===== src/rtl/lcdexp_pkg.sv =====
`default_nettype none
// ----------------------------------------------------------------------------
// Character display expander package
// Item, result and internal display-byte types, command codes and the
// display row base address table.
// ----------------------------------------------------------------------------
package lcdexp_pkg;

	typedef struct packed {
		logic       command;
		logic [3:0] column;
		logic [1:0] row;
		logic [7:0] char_code;
	} item_t;

	typedef struct packed {
		logic [7:0] expander_byte;
		logic       last;
	} result_t;

	// One display byte waiting to be sent as six expander bytes
	typedef struct packed {
		logic [7:0] data;
		logic       rs;
		logic       last;
	} op_t;

	localparam logic       CmdChar     = 1'b0;
	localparam logic       CmdCursor   = 1'b1;
	localparam logic [7:0] SetAddr     = 8'h80;
	localparam logic [7:0] CharNewline = 8'd10;
	localparam logic [7:0] CharReturn  = 8'd13;

	localparam int QueueDepth = 4;
	localparam int QPtrW      = $clog2(QueueDepth);
	localparam int QCntW      = $clog2(QueueDepth + 1);

	function automatic logic [7:0] row_base(input logic [1:0] r);
		logic [7:0] b;
		case (r)
			2'd0:    b = 8'h00;
			2'd1:    b = 8'h40;
			2'd2:    b = 8'h14;
			2'd3:    b = 8'h54;
			default: b = 8'h00;
		endcase
		return b;
	endfunction

endpackage
`default_nettype wire


===== src/rtl/lcdexp_front.sv =====
`default_nettype none
// ----------------------------------------------------------------------------
// Character display expander front end
// Accepts items, keeps the cursor and turns each item into one or two
// display bytes for the queue.
// ----------------------------------------------------------------------------
module lcdexp_front #(
	parameter int LINE_LENGTH = 16
) (
	input  wire                      clk,
	input  wire                      arst_n,
	input  wire                      push,
	output logic                     full,
	input  wire lcdexp_pkg::item_t   item,
	output logic                     q_wr_en,
	output lcdexp_pkg::op_t          q_wr_op,
	input  wire                      q_full
);
	import lcdexp_pkg::*;

	// set-cursor may leave the column at 15 even for short lines
	localparam int ColMax = (LINE_LENGTH > 15) ? LINE_LENGTH : 15;
	localparam int ColW   = $clog2(ColMax + 1);
	localparam logic [ColW-1:0] LineLen = ColW'(LINE_LENGTH);

	logic [ColW-1:0] col_q, col_w, col_n;
	logic [1:0]      row_q, row_w, row_n;
	op_t             pend_q, wrap_op, main_op;
	logic            pend_valid_q;
	logic            accept, wrap;

	function automatic logic [7:0] addr_cmd(input logic [ColW-1:0] c, input logic [1:0] r);
		return SetAddr | (8'(c) + row_base(r));
	endfunction

	assign full   = pend_valid_q || q_full;
	assign accept = push && !full;
	assign wrap   = (item.command == CmdChar) && (col_q >= LineLen);

	always_comb begin
		col_w        = wrap ? '0 : col_q;
		row_w        = wrap ? row_q + 2'd1 : row_q;
		wrap_op.data = addr_cmd('0, row_w);
		wrap_op.rs   = 1'b0;
		wrap_op.last = 1'b0;
		main_op.last = 1'b1;
		if (item.command == CmdCursor) begin
			col_n        = ColW'(item.column);
			row_n        = item.row;
			main_op.data = addr_cmd(col_n, row_n);
			main_op.rs   = 1'b0;
		end else begin
			case (item.char_code)
				CharNewline: begin
					col_n        = col_w;
					row_n        = row_w + 2'd1;
					main_op.data = addr_cmd(col_n, row_n);
					main_op.rs   = 1'b0;
				end
				CharReturn: begin
					col_n        = '0;
					row_n        = row_w;
					main_op.data = addr_cmd(col_n, row_n);
					main_op.rs   = 1'b0;
				end
				default: begin
					col_n        = col_w + ColW'(1);
					row_n        = row_w;
					main_op.data = item.char_code;
					main_op.rs   = 1'b1;
				end
			endcase
		end
	end

	// the wrap command goes first; hold the item's own byte until the queue takes it
	assign q_wr_en = (pend_valid_q && !q_full) || accept;
	assign q_wr_op = pend_valid_q ? pend_q : (wrap ? wrap_op : main_op);

	always_ff @(posedge clk or negedge arst_n) begin
		if (!arst_n) begin
			col_q        <= '0;
			row_q        <= '0;
			pend_valid_q <= 1'b0;
		end else if (accept) begin
			col_q        <= col_n;
			row_q        <= row_n;
			pend_valid_q <= wrap;
		end else if (pend_valid_q && !q_full) begin
			pend_valid_q <= 1'b0;
		end
	end

	always_ff @(posedge clk) begin
		if (accept) begin
			pend_q <= main_op;
		end
	end

	a_col_range: assert property (@(posedge clk) disable iff (!arst_n)
		32'(col_q) <= ColMax)
		else $error("cursor column beyond its range");

endmodule
`default_nettype wire


===== src/rtl/lcdexp_queue.sv =====
`default_nettype none
// ----------------------------------------------------------------------------
// Display byte queue
// Short first-in first-out queue between the front and back ends.
// ----------------------------------------------------------------------------
module lcdexp_queue (
	input  wire                   clk,
	input  wire                   arst_n,
	input  wire                   wr_en,
	input  wire lcdexp_pkg::op_t  wr_op,
	output logic                  q_full,
	input  wire                   rd_en,
	output lcdexp_pkg::op_t       rd_op,
	output logic                  q_empty
);
	import lcdexp_pkg::*;

	op_t              entry_q [QueueDepth];
	logic [QPtrW-1:0] wr_ptr_q, rd_ptr_q;
	logic [QCntW-1:0] count_q;

	assign q_full  = (count_q == QCntW'(QueueDepth));
	assign q_empty = (count_q == '0);
	assign rd_op   = entry_q[rd_ptr_q];

	always_ff @(posedge clk or negedge arst_n) begin
		if (!arst_n) begin
			wr_ptr_q <= '0;
			rd_ptr_q <= '0;
			count_q  <= '0;
		end else begin
			if (wr_en) begin
				wr_ptr_q <= wr_ptr_q + QPtrW'(1);
			end
			if (rd_en) begin
				rd_ptr_q <= rd_ptr_q + QPtrW'(1);
			end
			if (wr_en && !rd_en) begin
				count_q <= count_q + QCntW'(1);
			end else if (rd_en && !wr_en) begin
				count_q <= count_q - QCntW'(1);
			end
		end
	end

	always_ff @(posedge clk) begin
		if (wr_en) begin
			entry_q[wr_ptr_q] <= wr_op;
		end
	end

	a_no_overflow: assert property (@(posedge clk) disable iff (!arst_n)
		!(wr_en && q_full))
		else $error("write into a full queue");

	a_no_underflow: assert property (@(posedge clk) disable iff (!arst_n)
		!(rd_en && q_empty))
		else $error("read from an empty queue");

endmodule
`default_nettype wire


===== src/rtl/lcdexp_back.sv =====
`default_nettype none
// ----------------------------------------------------------------------------
// Character display expander back end
// Sends each display byte as two nibbles, each as plain, enable-high and
// enable-low expander bytes, through an output register.
// ----------------------------------------------------------------------------
module lcdexp_back (
	input  wire                   clk,
	input  wire                   arst_n,
	input  wire                   backlight,
	input  wire                   q_empty,
	input  wire lcdexp_pkg::op_t  q_rd_op,
	output logic                  q_rd_en,
	output logic                  empty,
	input  wire                   pop,
	output lcdexp_pkg::result_t   result
);
	import lcdexp_pkg::*;

	localparam logic [1:0] PhPlain  = 2'd0;
	localparam logic [1:0] PhEnHigh = 2'd1;
	localparam logic [1:0] PhEnLow  = 2'd2;

	op_t        op_q;
	logic       op_valid_q;
	logic       half_q;
	logic [1:0] phase_q;
	result_t    out_q;
	logic       out_valid_q;
	logic       advance, beat_last, op_done;
	logic [3:0] nibble;
	logic [7:0] byte_n;

	assign advance   = op_valid_q && (!out_valid_q || pop);
	assign beat_last = half_q && (phase_q == PhEnLow);
	assign op_done   = advance && beat_last;
	assign q_rd_en   = !q_empty && (!op_valid_q || op_done);

	assign nibble = half_q ? op_q.data[3:0] : op_q.data[7:4];
	assign byte_n = {nibble, backlight, (phase_q == PhEnHigh), 1'b0, op_q.rs};

	assign empty  = !out_valid_q;
	assign result = out_q;

	always_ff @(posedge clk or negedge arst_n) begin
		if (!arst_n) begin
			op_valid_q  <= 1'b0;
			half_q      <= 1'b0;
			phase_q     <= PhPlain;
			out_valid_q <= 1'b0;
		end else begin
			if (q_rd_en) begin
				op_valid_q <= 1'b1;
			end else if (op_done) begin
				op_valid_q <= 1'b0;
			end
			if (advance) begin
				out_valid_q <= 1'b1;
			end else if (pop) begin
				out_valid_q <= 1'b0;
			end
			if (advance) begin
				case (phase_q)
					PhPlain:  phase_q <= PhEnHigh;
					PhEnHigh: phase_q <= PhEnLow;
					default: begin
						phase_q <= PhPlain;
						half_q  <= ~half_q;
					end
				endcase
			end
		end
	end

	always_ff @(posedge clk) begin
		if (q_rd_en) begin
			op_q <= q_rd_op;
		end
		if (advance) begin
			out_q.expander_byte <= byte_n;
			out_q.last          <= op_q.last && beat_last;
		end
	end

	a_idle_at_start: assert property (@(posedge clk) disable iff (!arst_n)
		!op_valid_q |-> (phase_q == PhPlain) && !half_q)
		else $error("sequencer not at the first beat while idle");

	a_phase_legal: assert property (@(posedge clk) disable iff (!arst_n)
		phase_q != 2'd3)
		else $error("illegal beat phase");

endmodule
`default_nettype wire


===== src/rtl/char_lcd_text_to_expander_bytes.sv =====
`default_nettype none
// ----------------------------------------------------------------------------
// Character display text to port expander bytes
// Keeps the cursor of a four-row character display and turns text and
// set-cursor items into expander bytes for a 4-bit display interface.
// ----------------------------------------------------------------------------
// The first expander byte of an item passes through the queue, the back-end
// display-byte register and the output register. One expander byte per cycle
// while results are popped and display bytes wait; an item yields 6 or 12 bytes.
// The front end runs ahead through a four-entry queue of display bytes.
// Reset clears the cursor to column 0, row 0, empties the queue and sets the
// backlight register to 1.
module char_lcd_text_to_expander_bytes #(
	parameter int LINE_LENGTH = 16
) (
	input  wire                      clk,
	input  wire                      arst_n,
	input  wire                      cfg_wr_en,
	input  wire                      cfg_wr_data,
	input  wire                      push,
	output logic                     full,
	input  wire lcdexp_pkg::item_t   item,
	output logic                     empty,
	input  wire                      pop,
	output lcdexp_pkg::result_t      result
);
	import lcdexp_pkg::*;

	logic backlight_q;
	logic q_wr_en, q_rd_en, q_full, q_empty;
	op_t  q_wr_op, q_rd_op;

	always_ff @(posedge clk or negedge arst_n) begin
		if (!arst_n) begin
			backlight_q <= 1'b1;
		end else if (cfg_wr_en) begin
			backlight_q <= cfg_wr_data;
		end
	end

	lcdexp_front #(
		.LINE_LENGTH (LINE_LENGTH)
	) u_front (
		.clk     (clk),
		.arst_n  (arst_n),
		.push    (push),
		.full    (full),
		.item    (item),
		.q_wr_en (q_wr_en),
		.q_wr_op (q_wr_op),
		.q_full  (q_full)
	);

	lcdexp_queue u_queue (
		.clk     (clk),
		.arst_n  (arst_n),
		.wr_en   (q_wr_en),
		.wr_op   (q_wr_op),
		.q_full  (q_full),
		.rd_en   (q_rd_en),
		.rd_op   (q_rd_op),
		.q_empty (q_empty)
	);

	lcdexp_back u_back (
		.clk       (clk),
		.arst_n    (arst_n),
		.backlight (backlight_q),
		.q_empty   (q_empty),
		.q_rd_op   (q_rd_op),
		.q_rd_en   (q_rd_en),
		.empty     (empty),
		.pop       (pop),
		.result    (result)
	);

endmodule
`default_nettype wire

===== config.mk =====
export PLATFORM = sky130hd
export DESIGN_NAME = char_lcd_text_to_expander_bytes
export DESIGN_NICKNAME = d
export VERILOG_FILES = /design/src/rtl/lcdexp_pkg.sv /design/src/rtl/lcdexp_front.sv /design/src/rtl/lcdexp_queue.sv /design/src/rtl/lcdexp_back.sv /design/src/rtl/char_lcd_text_to_expander_bytes.sv
export SDC_FILE = /design/constraint.sdc
export NUM_CORES = 1
export LEC_CHECK = 0
export BUFFER_PORTS_ARGS = -buffer_cell sky130_fd_sc_hd__buf_4
export CAP_MARGIN = 20
export CORE_ASPECT_RATIO = 0.5
export CORE_MARGIN = 1.5
export CORE_UTILIZATION = 30
export DETAILED_ROUTE_END_ITERATION = 6
export PLACE_DENSITY_LB_ADDON = 0.1
export SYNTH_ARGS = -nofsm -noshare
export SYNTH_HDL_FRONTEND = slang
export SYNTH_SLANG_ARGS = --single-unit

===== constraint.sdc =====
create_clock -name clk -period 2.5 [get_ports clk]
set_input_delay 0.75 -clock clk [delete_from_list [all_inputs] [get_ports clk]]
set_output_delay 0.75 -clock clk [all_outputs]
set_load 0.01 [all_outputs]

==> summary.txt <==
Worst setup path
  – Reg2reg start: u_front.col_q[4]$_DFFE_PN0P_
  – Critical-path top delay cell: ha_4
  – Crit-path max cell delay: 0.29 ns
  – Required time of the critical path: 2.57 ns
  – CP Class: in -> reg
  – CP bufs+invs: 3
  – Critical path arrival: 2.53 ns
  – CP Launch Point: item[14]
  – Worst setup EP type: register
  – Startpoint types: primary input
  – Family with the most delay on the worst path: adder cells
  – CP cell instances: buf_8 -> nand3b_1 -> xor2_1 -> inv_1 -> ha_4 -> buf_6 -> ha_4 -> xnor2_4 -> o32ai_2 -> and2_4 -> a21oi_4 -> a21oi_4
  – Maximum fanout along the worst path: 4

STA
  – Setup Viol. Count Final: 0
  – Fin. max-slew vios: 0
  – Fin crit share: 98.3%
  – Rel. slew slack: 62.8%
  – Setup TNS: 0 ns
  – Fmax: 407 MHz
  – RSZ-0062 raised after global routing: true
  – Endpoints failing hold: 0
  – Worst-margin pin slew: 0.554 ns
  – Clk_skew: 0.00862 ns
  – Minimum clock period: 2.46 ns

Pwr
  – Combinational cell fraction of total power: 32.4%
  – Sequential fraction of design power: 43.1%
  – Lkg Pwr: 2.02 nW
  – NetSw: 1.55 mW
  – Internal Power: 3.57 mW
  – Clock power frac: 24.5%
  – Peak supply drop: 0.396 mV
  – Switching Fraction: 30.2%
  – Pwr dens: 971 mW/mm^2

Layout
  – Fin nets: 415
  – FILL cells: 1228
  – Antenna diode count: 0
  – Share of cells above drive strength 1: 34.1%
  – Design area: 0.00527 mm^2
  – Area grow syn2layout: 28.1%
  – Multi-input gate area: 0.00158 mm^2
  – FF+latch area: 0.00254 mm^2

Synth
  – Ys flop type: edfxtp_1
  – Distinct cell type count after synthesis: 51
  – Synth area leader: edfxtp_1
  – Avg Cell Area, Syn: 13.5 um^2
  – Ranking of synthesized cells by area: edfxtp_1 49%, dfrtp_1 12%, mux4_2 5.5%, ha_1 4.3%, nand2_1 2.3%
  – Synth Register Bits: 88
  – Post-Syn Instances: 304
  – Synth top area share: 48.9%
  – Register area share after synthesis: 61.7%
  – Asr flop ratio synth: 23.9%
  – Number of synthesized flops with an enable pin: 67
  – Cell Area, Synth: 0.00411 mm^2
  – Syn nets: 340
  – Post-synth top cells: 67 x edfxtp_1, 25 x nand2_1, 20 x dfrtp_1
  – Most numerous cell in the Yosys netlist: edfxtp_1
  – Synth Warn #: 0

Floorplan
  – Die area: 0.0145 mm^2
  – Total core area: 0.0130 mm^2
  – Num rows: 29
  – Io pins: 32
  – Initial core utilization: 31.6%
  – Die width: 169 um
  – Die H: 85.8 um

Global route
  – First-pass GRT wire length: 14000 um
  – Largest net degree at the start of global routing: 22
  – Vias in the first global route: 2681
  – Grt total ovfl: 0
  – Initial antenna violation count: 0
  – Aggregate global-route resource usage: 13.0%

Route
  – Vias: 2597
  – Via-to-Cell Ratio: 4.69
  – Drt initial violations: 168
  – First-pass DRT Iterations: 4
  – Drt drc: 0
  – Final ANT Viol Nets: 0
  – Drt total wl: 8730 um
  – Avg WL per Cell: 15.8 um

Placement
  – DP Area: 0.00486 mm^2
  – DP Wirelength: 6460 um
  – IO Port Bufs: 30
  – GP Congestion: 0.825

Run
  – Max-Cap Viols: 0

Status
  – Status: complete, no violations

Clocking
  – CTS H-tree depth: 3
  – CTS root buf: clkbuf_16
  – Clock Tree Buf Depth: 2
  – Clk_lat worst skew: 0.33 ns
  – Clock transition at the registers of the reported paths: 0.07 ns
  – Clock sink total: 88
  – CTS tree: built
  – Number of buffers created by CTS: 9

Hold path
  – Worst Hold Class: in -> async
## registers in the layout, indices dropped and copies added (netlist names), 2 cells and up
signal / cells
u_queue.entry_q: 40
u_back.op_q: 9
u_front.pend_q: 9
u_back.result: 8
u_front.col_q: 5
u_queue.count_q: 3
u_back.phase_q: 2
u_front.row_q: 2
u_queue.rd_ptr_q: 2
u_queue.wr_ptr_q: 2
## path summary, 6_finish.rpt
kind	end	slack, ns	depth (start not counted)
worst min register to register	u_back.result[1]$_DFFE_PP_	0.43	0
worst max-delay path	u_queue.entry_q[1][6]$_DFFE_PP_	0.04	12
max in group asynchronous	backlight_q$_DFFE_PN1P_	1.90	1
worst max register to register	u_queue.entry_q[1][6]$_DFFE_PP_	0.07	11
min in group clk	u_back.result[1]$_DFFE_PP_	0.43	0
worst min-delay path	u_front.row_q[0]$_DFFE_PN0P_	0.30	1
## cells in the final DEF, fill, tap and decap left out, drive strengths merged, types with 4 or more instances in the layout
master,netlist,layout
nand3,4,4
xor2,5,5
nor2b,4,4
mux4,10,10
dfrtp,20,20
and2,9,9
clkinv,1,5
clkbuf,7,10
ha,14,14
buf,4,75
nor2,15,15
nor3,7,7
nand4,4,4
xnor2,9,9
inv,19,21
o21ai,17,17
a21oi,10,10
nand3b,4,4
nand2,25,25
mux2,7,7
edfxtp,67,67
o31ai,6,6
## cell type report
type                            count  area share, %
Sequential cell                    88           48.2
Multi-Input combinational cell    185           30.1
Timing Repair Buffer               75           10.9
Clock buffer                       10           4.54
Tap cell                          170           4.04
Inverter                           20           1.43
Clock inverter                      6          0.784
## layer usage
metal  wire, um  vias up  global-route usage (%)  part of all wire [%]
li1           -     1275                       -                     -
met1       4240     1254                    17.4                    49
met2       3990       62                    20.6                    46
met3        423        6                    4.06                   4.8
met4         74        0                    3.41                  0.85
met5          0        -                       0                     0
## power groups by stage
stage | clock network (mW) | logic [mW] | registers (mW)
after floorplan | 0 | 1.01 | 2.16
after detailed placement | 0 | 1.51 | 2.23
after global placement | 0 | 1.47 | 2.21
after CTS | 1.29 | 1.55 | 2.20
final | 1.25 | 1.66 | 2.20
after global routing | 1.36 | 1.82 | 2.24
## stage by stage
step	hold WS, ns	utilization, %	std cells	setup WS (ns)	total power, mW
global placement	0.416	37.3	535	-0.357	3.69
floorplan	0.400	-	304	-0.263	3.17
detailed placement	0.410	37.3	535	-0.401	3.74
CTS	0.302	39.7	552	0.00278	5.05
finish	0.296	40.4	554	0.0436	5.11
global route	0.304	40.4	554	-0.0864	5.42
## cell families after synthesis
family / count (synthesis) / synth area share [%]
AO/OA/AOI/OAI: 51 / 8.43
XOR/XNOR: 14 / 2.98
adder cells (fa/ha/maj): 15 / 4.75
buffers and inverters: 31 / 3.23
flip-flops: 88 / 61.7
multiplexers: 20 / 8.13
other: 1 / 0.0912
AND/OR/NAND/NOR: 84 / 10.7
## what timing repair did
item	CTS	global route
hold buffers	0	0
endpoints found under the setup margin	8	18
setup buffers	1	2
gates resized for setup	3	16
pin swaps	2	3
Power figures use the tool's default switching activity.
